### src/fud_pkg.sv
// Shared types, constants and character tables of the file URI percent decoder.
// No dependencies; used by fud_step, file_uri_percent_decoder_top and fud_checker.
`timescale 1ns / 1ps

package fud_pkg;

  localparam int unsigned PrefixLen = 7;
  localparam int unsigned LocalLen  = 10;

  localparam logic [7:0] CharPercent = 8'h25;
  localparam logic [7:0] CharSlash   = 8'h2F;

  typedef enum logic [2:0] {
    PH_PREFIX,
    PH_LOCAL,
    PH_BODY,
    PH_ESC1,
    PH_ESC2
  } phase_e;

  typedef struct packed {
    logic [7:0] in_byte;
    logic       in_last;
  } in_t;

  typedef struct packed {
    logic [7:0] out_byte;
    logic       byte_valid;
    logic       is_last;
    logic       is_error;
  } out_t;

  typedef struct packed {
    phase_e     phase;
    logic [3:0] match_index;
    logic [3:0] high_nibble;
    logic       error_seen;
  } state_t;

  typedef struct packed {
    logic [3:0] replay_cnt;
    logic       tail_valid;
    out_t       tail;
    state_t     next;
  } step_t;

  localparam state_t StateReset = '{
    phase:       PH_PREFIX,
    match_index: 4'd0,
    high_nibble: 4'd0,
    error_seen:  1'b0
  };

  localparam out_t ErrorBeat = '{
    out_byte: 8'd0, byte_valid: 1'b0, is_last: 1'b1, is_error: 1'b1
  };

  localparam out_t EmptyLastBeat = '{
    out_byte: 8'd0, byte_valid: 1'b0, is_last: 1'b1, is_error: 1'b0
  };

  // "file://"
  function automatic logic [7:0] prefix_char(input logic [3:0] idx);
    logic [7:0] c;
    case (idx)
      4'd0:    c = 8'h66;
      4'd1:    c = 8'h69;
      4'd2:    c = 8'h6C;
      4'd3:    c = 8'h65;
      4'd4:    c = 8'h3A;
      4'd5:    c = 8'h2F;
      4'd6:    c = 8'h2F;
      default: c = 8'h00;
    endcase
    return c;
  endfunction

  // "localhost/"
  function automatic logic [7:0] local_char(input logic [3:0] idx);
    logic [7:0] c;
    case (idx)
      4'd0:    c = 8'h6C;
      4'd1:    c = 8'h6F;
      4'd2:    c = 8'h63;
      4'd3:    c = 8'h61;
      4'd4:    c = 8'h6C;
      4'd5:    c = 8'h68;
      4'd6:    c = 8'h6F;
      4'd7:    c = 8'h73;
      4'd8:    c = 8'h74;
      4'd9:    c = 8'h2F;
      default: c = 8'h00;
    endcase
    return c;
  endfunction

  // Bit 4 set means not a hex digit.
  function automatic logic [4:0] hex_of(input logic [7:0] b);
    logic [4:0] v;
    if (b inside {[8'h30:8'h39]}) begin
      v = {1'b0, b[3:0]};
    end else if (b inside {[8'h61:8'h66], [8'h41:8'h46]}) begin
      v = {1'b0, b[3:0] + 4'd9};
    end else begin
      v = 5'h10;
    end
    return v;
  endfunction

endpackage

### src/file_uri_percent_decoder_top.sv
// Top level of the file URI percent decoder: input slot, replay counter and
// output register. Depends on fud_pkg and fud_step.
`timescale 1ns / 1ps

// Feed a "file://" URI one byte per beat, in_last on its final byte; the block
// returns the decoded local path one byte per beat, the closing beat marked
// is_last, with is_error set there if the URI was rejected (earlier path beats
// of a rejected URI are to be discarded). It takes one byte per cycle unless
// stalled. A byte that breaks a partial "localhost/" match, or ends the URI
// inside one, holds the input while each replayed letter (up to nine) goes
// out, since the single output register sends one result beat per cycle
// while out_stall_i is low. Bytes that yield no result (the prefix, escape
// digits, bytes after a rejection) still pass through the input slot.
module file_uri_percent_decoder_top (
  input  logic          clk_i,
  input  logic          rst_ni,
  input  logic          in_valid_i,
  output logic          in_stall_o,
  input  fud_pkg::in_t  in_data_i,
  output logic          out_valid_o,
  input  logic          out_stall_i,
  output fud_pkg::out_t out_data_o
);

  logic            item_valid_q, item_valid_d;
  fud_pkg::in_t    item_q;
  logic [3:0]      cnt_q, cnt_d;
  fud_pkg::state_t st_q, st_d;
  logic            out_valid_q, out_valid_d;
  fud_pkg::out_t   out_q, out_d;
  fud_pkg::step_t  step;

  logic accept;
  logic out_free;
  logic at_tail;
  logic push_letter;
  logic push_tail;
  logic retire;

  fud_step u_step (
    .st_i   (st_q),
    .beat_i (item_q),
    .step_o (step)
  );

  assign out_free    = !out_valid_q || !out_stall_i;
  assign at_tail     = item_valid_q && (cnt_q == step.replay_cnt);
  assign push_letter = item_valid_q && (cnt_q != step.replay_cnt) && out_free;
  assign push_tail   = at_tail && step.tail_valid && out_free;
  assign retire      = at_tail && (!step.tail_valid || out_free);
  assign in_stall_o  = item_valid_q && !retire;
  assign accept      = in_valid_i && !in_stall_o;

  always_comb begin
    item_valid_d = item_valid_q;
    if (accept) begin
      item_valid_d = 1'b1;
    end else if (retire) begin
      item_valid_d = 1'b0;
    end
  end

  always_comb begin
    cnt_d = cnt_q;
    st_d  = st_q;
    if (push_letter) begin
      cnt_d = cnt_q + 4'd1;
    end else if (retire) begin
      cnt_d = 4'd0;
      st_d  = step.next;
    end
  end

  always_comb begin
    out_valid_d = out_valid_q && out_stall_i;
    out_d       = out_q;
    if (push_letter) begin
      out_valid_d = 1'b1;
      out_d = '{out_byte: fud_pkg::local_char(cnt_q), byte_valid: 1'b1,
                is_last: 1'b0, is_error: 1'b0};
    end else if (push_tail) begin
      out_valid_d = 1'b1;
      out_d       = step.tail;
    end
  end

  always_ff @(posedge clk_i or negedge rst_ni) begin
    if (!rst_ni) begin
      item_valid_q <= 1'b0;
      cnt_q        <= 4'd0;
      st_q         <= fud_pkg::StateReset;
      out_valid_q  <= 1'b0;
    end else begin
      item_valid_q <= item_valid_d;
      cnt_q        <= cnt_d;
      st_q         <= st_d;
      out_valid_q  <= out_valid_d;
    end
  end

  always_ff @(posedge clk_i) begin
    if (accept) begin
      item_q <= in_data_i;
    end
    out_q <= out_d;
  end

  assign out_valid_o = out_valid_q;
  assign out_data_o  = out_q;

endmodule

### src/fud_step.sv
// Per-byte decode step: from the current state and one input beat, the number
// of "localhost" letters to replay, the optional result beat and next state.
// Depends on fud_pkg.
`timescale 1ns / 1ps

module fud_step (
  input  fud_pkg::state_t st_i,
  input  fud_pkg::in_t    beat_i,
  output fud_pkg::step_t  step_o
);

  logic [7:0]      b;
  logic            last;
  logic [3:0]      idx;
  logic [4:0]      hex;
  logic [3:0]      r;
  logic [3:0]      r_m1;
  logic            emit;
  logic [7:0]      emit_byte;
  logic            err;
  logic            body_en;
  fud_pkg::phase_e body_ph;
  fud_pkg::state_t ns;
  fud_pkg::out_t   tail;
  logic            tail_v;

  assign b    = beat_i.in_byte;
  assign last = beat_i.in_last;
  assign idx  = st_i.match_index;
  assign hex  = fud_pkg::hex_of(b);

  always_comb begin
    ns        = st_i;
    r         = 4'd0;
    emit      = 1'b0;
    emit_byte = 8'd0;
    err       = 1'b0;
    body_en   = 1'b0;
    body_ph   = st_i.phase;

    case (st_i.phase)
      fud_pkg::PH_PREFIX: begin
        if (idx < 4'(fud_pkg::PrefixLen) && b == fud_pkg::prefix_char(idx)) begin
          if (idx == 4'(fud_pkg::PrefixLen - 1)) begin
            ns.phase       = fud_pkg::PH_LOCAL;
            ns.match_index = 4'd0;
          end else begin
            ns.match_index = idx + 4'd1;
            if (last) begin
              err = 1'b1;
            end
          end
        end else begin
          err = 1'b1;
        end
      end
      fud_pkg::PH_LOCAL: begin
        if (idx < 4'(fud_pkg::LocalLen) && b == fud_pkg::local_char(idx)) begin
          if (idx == 4'(fud_pkg::LocalLen - 1)) begin
            emit           = 1'b1;
            emit_byte      = fud_pkg::CharSlash;
            ns.phase       = fud_pkg::PH_BODY;
            ns.match_index = 4'd0;
          end else begin
            ns.match_index = idx + 4'd1;
            if (last) begin
              r              = idx + 4'd1;
              ns.match_index = 4'd0;
              ns.phase       = fud_pkg::PH_BODY;
            end
          end
        end else begin
          r              = idx;
          ns.match_index = 4'd0;
          body_en        = 1'b1;
          body_ph        = fud_pkg::PH_BODY;
        end
      end
      default: begin
        body_en = 1'b1;
      end
    endcase

    if (body_en) begin
      case (body_ph)
        fud_pkg::PH_ESC1: begin
          if (hex[4]) begin
            err = 1'b1;
          end else begin
            ns.high_nibble = hex[3:0];
            ns.phase       = fud_pkg::PH_ESC2;
          end
        end
        fud_pkg::PH_ESC2: begin
          if (hex[4] || (st_i.high_nibble == 4'd0 && hex[3:0] == 4'd0)) begin
            err = 1'b1;
          end else begin
            emit           = 1'b1;
            emit_byte      = {st_i.high_nibble, hex[3:0]};
            ns.high_nibble = 4'd0;
            ns.phase       = fud_pkg::PH_BODY;
          end
        end
        default: begin
          ns.phase = fud_pkg::PH_BODY;
          if (b == fud_pkg::CharPercent) begin
            ns.phase = fud_pkg::PH_ESC1;
          end else begin
            emit      = 1'b1;
            emit_byte = b;
          end
        end
      endcase
    end

    // truncated escape
    if (!err && last && (ns.phase == fud_pkg::PH_ESC1 || ns.phase == fud_pkg::PH_ESC2)) begin
      err = 1'b1;
    end
  end

  assign r_m1 = r - 4'd1;

  always_comb begin
    step_o = '0;
    tail   = '0;
    tail_v = 1'b0;
    step_o.replay_cnt = r;
    step_o.next       = ns;

    if (st_i.error_seen) begin
      step_o.replay_cnt = 4'd0;
      step_o.next       = st_i;
      if (last) begin
        tail_v      = 1'b1;
        tail        = fud_pkg::ErrorBeat;
        step_o.next = fud_pkg::StateReset;
      end
    end else if (err) begin
      if (last) begin
        tail_v      = 1'b1;
        tail        = fud_pkg::ErrorBeat;
        step_o.next = fud_pkg::StateReset;
      end else begin
        step_o.next.error_seen = 1'b1;
      end
    end else if (last) begin
      tail_v = 1'b1;
      if (emit) begin
        tail = '{out_byte: emit_byte, byte_valid: 1'b1, is_last: 1'b1, is_error: 1'b0};
      end else if (r != 4'd0) begin
        // move the final replayed letter into the closing result
        step_o.replay_cnt = r_m1;
        tail = '{out_byte: fud_pkg::local_char(r_m1), byte_valid: 1'b1,
                 is_last: 1'b1, is_error: 1'b0};
      end else begin
        tail = fud_pkg::EmptyLastBeat;
      end
      step_o.next = fud_pkg::StateReset;
    end else if (emit) begin
      tail_v = 1'b1;
      tail   = '{out_byte: emit_byte, byte_valid: 1'b1, is_last: 1'b0, is_error: 1'b0};
    end

    step_o.tail_valid = tail_v;
    step_o.tail       = tail;
  end

endmodule

### config.mk
export PLATFORM = sky130hd
export DESIGN_NAME = file_uri_percent_decoder_top
export DESIGN_NICKNAME = d
export VERILOG_FILES = /design/src/fud_pkg.sv /design/src/file_uri_percent_decoder_top.sv /design/src/fud_step.sv
export SDC_FILE = /design/constraint.sdc
export NUM_CORES = 1
export LEC_CHECK = 0
export BUFFER_PORTS_ARGS = -buffer_cell sky130_fd_sc_hd__buf_2
export CAP_MARGIN = 20
export CORE_UTILIZATION = 45
export DETAILED_ROUTE_END_ITERATION = 16
export MAX_ROUTING_LAYER = met4
export PLACE_DENSITY = 0.71
export SLEW_MARGIN = 20
export SYNTH_ARGS = -nofsm -noshare
export SYNTH_HDL_FRONTEND = slang
export SYNTH_SLANG_ARGS = --single-unit
### constraint.sdc
create_clock -name clk_i -period 4.7 [get_ports clk_i]
set_input_delay 0.47 -clock clk_i [delete_from_list [all_inputs] [get_ports clk_i]]
set_output_delay 0.47 -clock clk_i [all_outputs]
set_load 0.03 [all_outputs]
# After elaboration in Yosys (flattened, before gate mapping)
# Memory sizes are Yosys's and may differ from the RTL's.
# Index checks and enable logic that the tools add are counted.
# classes
n_addsub	4
n_lt_le_gt_ge	8
n_eq_ne	18
n_mux	83
bitwise	1
n_reduce_logical	39
# ops
operator	count
11-bit 2-to-1 mux	9
4-bit 2-to-1 mux	16
8-bit 2-to-1 mux	7
12-bit 2-to-1 mux	4
7-bit one-hot mux with 6 select lines	1
1-bit 2-to-1 mux	25
3-bit 2-to-1 mux	7
7-bit 2-to-1 mux	3
1-bit logical AND	17
8-bit equality test	2
8-bit by 7-bit >= comparator with 1-bit output, second input constant	2
8-bit by 7-bit less-or-equal comparator with 1-bit output, second input constant	2
8-bit one-hot mux with 2 select lines	1
7-bit one-hot mux with 2 select lines	1
4-bit by 3-bit equality test with 1-bit output, second input constant	3
4-bit logical NOT	3
5-bit 2-to-1 mux	2
4-bit by 1-bit adder with 4-bit output, second input constant	2
4-bit by 2-bit equality test with 1-bit output, second input constant	2
8-bit by 6-bit equality test with 1-bit output, second input constant	1
8-bit by 6-bit >= comparator with 1-bit output, second input constant	1
8-bit by 6-bit less-or-equal comparator with 1-bit output, second input constant	1
4-bit one-hot mux with 2 select lines	1
2-bit nonzero test	4
other kinds (24)	36
# word_totals
reg_bits	38
mem_bits_ro	336
input_bits	13
output_inout_bits	13
mem_count	3
# mem_list
memory	words	width	read_ports	rd_clocked_by_memory_dff	wr	line	text
(no name shown)	16	7	1	0	0	fud_pkg.sv:81	case (idx)
(no name shown)	16	7	1	0	0	fud_pkg.sv:81	
(no name shown)	16	7	1	0	0	fud_pkg.sv:81	

# Longest topological paths before layout
# depth
depth_word	25
ltp_mapped	22
ltp_nobuf	19

# Modules after synthesis
# A second synthesis with hierarchy kept.
# hier_totals
hier_cells	443
hier_area_um2	3776.1
# by_module_without_submodules
module	instances	cells_each	area_each_um2	seq_area_each_um2
fud_step	1	303	2035.7	0.0
file_uri_percent_decoder_top	1	140	1740.4	1021.0

# Worst setup path before layout
# No wires, ideal clock.
# synth_timing
kind	register to register
start	register st_q[5] in the netlist's numbering
end	register item_q[0] in the netlist's numbering, enable pin
setup_ps	389
arrival_ps	4811
required_ps	4311
path_slack_ps	-499
path_stages_with_launch	21
path_cell_list	dfrtp_1 -> ha_1 -> mux2_2 -> o211ai_2 -> o2111ai_1 -> or4_1 -> buf_2 -> nor4_1 -> nor2_1 -> nor2_2 -> inv_2 -> ha_1 -> inv_1 -> a311o_1 -> and4_1 -> nor2_1 -> o31ai_2 -> nand4_4 -> or2_1 -> buf_2 -> a21boi_0
# synth_between
elab_chain_cells	24
elab_cells_between_ends	80
cone_classes	add/sub (2); order compare (2); eq/ne (14); mux (44); reduce/logical (17); memory (1)
# synth_lines
item	line	text
start, declared	file_uri_percent_decoder_top.sv:28	fud_pkg::state_t st_q, st_d;
start signal, assigned	file_uri_percent_decoder_top.sv:91	st_q <= fud_pkg::StateReset;
start signal, assigned	file_uri_percent_decoder_top.sv:96	st_q <= st_d;
4-bit by 3-bit equality test with 1-bit output, on equally long branches	fud_pkg.sv:65, fud_step.sv:44	
2-bit OR reduction (no source line)	--	
7-bit one-hot mux with 6 select lines	fud_pkg.sv:65	case (idx)
8-bit 2-to-1 mux	fud_step.sv:41	case (st_i.phase)
8-bit equality test	fud_step.sv:43	if (idx < 4'(fud_pkg::PrefixLen) && b == fud_pkg::prefix_char(idx)) begin
1-bit logical AND	fud_step.sv:43	
7-bit 2-to-1 mux or 1-bit 2-to-1 mux (tied branches)	fud_step.sv:43	
7-bit one-hot mux with 2 select lines or 1-bit 2-to-1 mux (tied branches)	fud_step.sv:41	
[9 not listed]	--	
4-bit equality test or 1-bit logical NOT (tied branches)	file_uri_percent_decoder_top.sv:47, file_uri_percent_decoder_top.sv:50	
1-bit logical AND or 1-bit logical OR (tied branches)	file_uri_percent_decoder_top.sv:47, file_uri_percent_decoder_top.sv:50	
1-bit logical AND (*)	file_uri_percent_decoder_top.sv:50	assign retire = at_tail && (!step.tail_valid || out_free);
1-bit logical NOT (*)	file_uri_percent_decoder_top.sv:51	assign in_stall_o = item_valid_q && !retire;
1-bit logical AND (*)	file_uri_percent_decoder_top.sv:51	
1-bit logical NOT (*)	file_uri_percent_decoder_top.sv:52	assign accept = in_valid_i && !in_stall_o;
1-bit logical AND (*)	file_uri_percent_decoder_top.sv:52	
net accept	file_uri_percent_decoder_top.sv:33	logic accept;
end signal, assigned	file_uri_percent_decoder_top.sv:103	item_q <= in_data_i;
end, declared	file_uri_percent_decoder_top.sv:26	fud_pkg::in_t item_q;
# The timed path passes the listed nets; every way through them passes the cells marked *. The select of a mux whose other input is x is not followed.
# A chain may end at the register's enable or synchronous reset.

# Final worst setup path
# layout_timing
start	register st_q[5] in the netlist's numbering
end	output in_stall_o
# layout_between
elab_chain_cells	22
elab_cells_between_ends	78
cone_classes	add/sub (2); order compare (2); eq/ne (14); mux (44); reduce/logical (15); memory (1)
# layout_lines
item	line	text
4-bit by 3-bit equality test with 1-bit output, on equally long branches	fud_pkg.sv:65, fud_step.sv:44	
2-bit OR reduction (no source line)	--	
7-bit one-hot mux with 6 select lines	fud_pkg.sv:65	
8-bit 2-to-1 mux	fud_step.sv:41	
8-bit equality test	fud_step.sv:43	
1-bit logical AND	fud_step.sv:43	
7-bit 2-to-1 mux or 1-bit 2-to-1 mux (tied branches)	fud_step.sv:43	
7-bit one-hot mux with 2 select lines or 1-bit 2-to-1 mux (tied branches)	fud_step.sv:41	
[6 not listed]	--	
1-bit 2-to-1 mux	fud_step.sv:117	if (!err && last && (ns.phase == fud_pkg::PH_ESC1 || ns.phase == fud_pkg::PH_ESC2)) begin
4-bit 2-to-1 mux or 1-bit 2-to-1 mux (tied branches)	fud_step.sv:139	end else if (err) begin
4-bit 2-to-1 mux or 1-bit 2-to-1 mux (tied branches)	fud_step.sv:131	if (st_i.error_seen) begin
4-bit equality test or 1-bit logical NOT (tied branches)	file_uri_percent_decoder_top.sv:47, file_uri_percent_decoder_top.sv:50	
1-bit logical AND or 1-bit logical OR (tied branches)	file_uri_percent_decoder_top.sv:47, file_uri_percent_decoder_top.sv:50	
1-bit logical AND (*)	file_uri_percent_decoder_top.sv:50	
1-bit logical NOT (*)	file_uri_percent_decoder_top.sv:51	
1-bit logical AND (*)	file_uri_percent_decoder_top.sv:51	
end, declared	file_uri_percent_decoder_top.sv:18	output logic in_stall_o,
# Mark *: on every way between the ends. The rest lies on a longest branch, timed or not. The select of a mux whose other input is x is not followed.

==> metrics.md <==
| Metric | Value |
|---|---|
| Initial drt markers | 484 |
| Initial core utilization | 0.472 |
| Final ANT Viol Nets | 0 |
| Initial antenna violation count | 0 |
| Status | finished with violations |
| Maxcap violations | 0 |
| GRT Resource Usage Total | 0.265 |
| Crit start category | register |
| Residual DRC | 0 |
| Die Y-Extent | 92.5 um |
| Top cell type's share of synthesized area | 0.139 |
| Post-DP HPWL | 7.89 mm |
| Final setup viols | 1 |
| Failing checks | negative setup slack |
| # diodes | 0 |
| Clk_skew | 7.64 ps |
| Place WS | 52.3 ps |
| I/O pins | 26 |
| Placed cell count | 592 |
| Max Fanout on Critical Path | 4 |
| Warnings, synthesis | 0 |
| Die Area | 8550 um^2 |
| Hold WC Path Type | input port to asynchronous set/reset pin |
| Synth area leader | edfxtp_1 |
| RSZ-0062 raised after global routing | true |
| EDFF count, synth | 17 |
| Kind of critical path | register to output port |
| Hold buffer count at CTS | 0 |
| P_leak | 0.00181 uW |
| CTS buffer count | 5 |
| Final period util | 1.03 |
| Worst Slack Setup Final | -134 ps |
| GPL Wtd Cong | 0.949 |
| Count leader, synth | nand2_1 |
| Netlist Area Pre-Place | 3680 um^2 |
| Setup TNS | -134 ps |
| Syn Inst Count | 458 |
| Register area share after synthesis | 0.277 |
| Area Overhead vs Synth | 20.6% |
| Final Non-Filler Cells | 612 |
| Power Density | 631 nW/um^2 |
| Synthesized flop and latch total | 38 |
| Port buffer count | 25 |
| Largest net degree at the start of global routing | 19 |
| Post-layout util | 0.569 |
| Worst-path clk slew | 80 ps |
| Data arrival, critical path | 4360 ps |
| Final Hold Viols | 0 |
| Unique masters post-synth | 88 |
| CP Capture Type | output port |
| Max VDD drop | 0.416 mV |
| Fmax | 207 MHz |
| Max-slew violation count | 0 |
| Total number of vias | 3817 |
| Synth Net Count | 490 |
| Slew at the pin with the worst max-slew slack | 713 ps |
| H-tree depth | 2 |
| WL final | 10.8 mm |
| CTS root buf | clkbuf_8 |
| Number of global-route vias before repair | 3512 |
| Vias per cell | 6.24 |
| Clock sink count | 38 |
| Worst-skew pair later-pin latency | 300 ps |
| Data required, critical path | 4230 ps |
| Async S/R FF share, synth | 0.474 |
| Rows | 32 |
| Avg WL per Cell | 17.6 um |
| Die Width | 92.5 um |
| Commonest cells post-synth | nand2_1 (55), nor2_1 (43), a21oi_1 (34) |
| Share of cells above drive strength 1 | 0.247 |
| DRT Pass-1 Iters | 5 |
| Core Box Area | 7810 um^2 |
| Overflow left after global routing | 0 |
| Synth area leaders | edfxtp_1 (14%), dfrtp_1 (12%), ha_1 (6.5%) |
| CTS max path bufs | 2 |
| Synth Flop Type | dfrtp_1 |
| Mean Syn Cell Area | 8.05 um^2 |
| Slew HR | 0.518 |
| Final Power | 2800 uW |
| Final nets | 541 |
| Final min period | 4830 ps |
| First-pass GRT wire length | 17.5 mm |
| CTS tree | built |
[flip-flops by register name (all words and copies together), names as in the netlist]
signal,cells
item_valid_q,1
st_q,12
cnt_q,4
out_data_o,11
out_valid_o,1
item_q,9
[logic make-up after synthesis]
| family | synth area share |
|---|---|
| AOI/OAI and AO/OA | 0.284 |
| xor gates and xnor gates | 0.0282 |
| adders and majority gates | 0.0645 |
| buffers and inverters | 0.0570 |
| DFF | 0.277 |
| muxes | 0.0479 |
| and+or+nand+nor | 0.241 |
[where the power goes]
group | leakage, uW | internal, uW | switching [uW] | total (uW)
Clock | 0.0000482 | 119 | 125 | 244
Sequential | 0.000417 | 493 | 162 | 654
Combinational | 0.00135 | 764 | 1140 | 1900
[worst max-delay path, cell delays in order, from the launching register on]
cell and delay [ps]:
dfrtp_2 460, ha_4 180, buf_4 150, or4_4 500, a2111o_1 370, a2111o_1 460, o31a_1 260, a211o_1 290
buf_4 170, o211ai_4 210, o32ai_4 120, xnor2_2 220, nand4_4 120, or2_4 250, and2_4 160, buf_6 130
[placed cells by master (no fill, tap or decap), drive strengths merged, types with 6 or more instances in the layout]
cell,instances
nor2,45
nand2,55
dfrtp,18
clkbuf,7
o2bb2ai,6
edfxtp,17
o22ai,7
buf,68
a21oi,35
nand2b,6
inv,25
ha,19
a31oi,7
xnor2,9
nand3,18
mux2i,12
o21ai,30
nor3,13
[final timing paths]
kind                               start  slack (ps)             to  depth (start not counted)
min in group clk_i          in_data_i[1]         340      item_q[1]                          1
hold reg to reg            out_data_o[0]         470  out_data_o[0]                          1
hold / removal                    rst_ni         110        st_q[5]                          1
max in group asynchronous         rst_ni        4240        st_q[6]                          1
setup / recovery                 st_q[5]        -130     in_stall_o                         15
setup reg to reg                 st_q[5]         160  out_data_o[8]                         16
[layout make-up]
| cell class | count | area, um^2 |
|---|---|---|
| fill | 740 | 3360 |
| multi-input combinational | 370 | 2630 |
| sequential | 38 | 1020 |
| timing repair buffer | 68 | 470 |
| tap | 102 | 128 |
| inverter | 26 | 103 |
| clock buffer | 7 | 86.3 |
| clock inverter | 1 | 5.00 |
[per-stage QoR]
step,hold WS [ps],cell area [um^2]
6_report,115,4440
3_5_place_dp,452,4100
5_1_grt,149,4440
3_3_place_gp,437,4100
2_1_floorplan,174,3730
4_1_cts,116,4310
[repair_timing]
action	in CTS	in global routing
pin swaps	10	14
gates resized for setup	13	20
endpoints found under the hold margin	0	0
setup buffers	5	7
cloned	0	0
endpoints found under the setup margin	1	44
[routing by layer]
layer,GRT usage,vias to the layer above,part of all wire
li1,-,1813,-
met1,0.369,1793,0.46
met2,0.405,192,0.44
met3,0.0312,19,0.073
met4,0.0742,0,0.020
met5,-,-,0
Note: power is estimated with default switching activity, not from simulation.
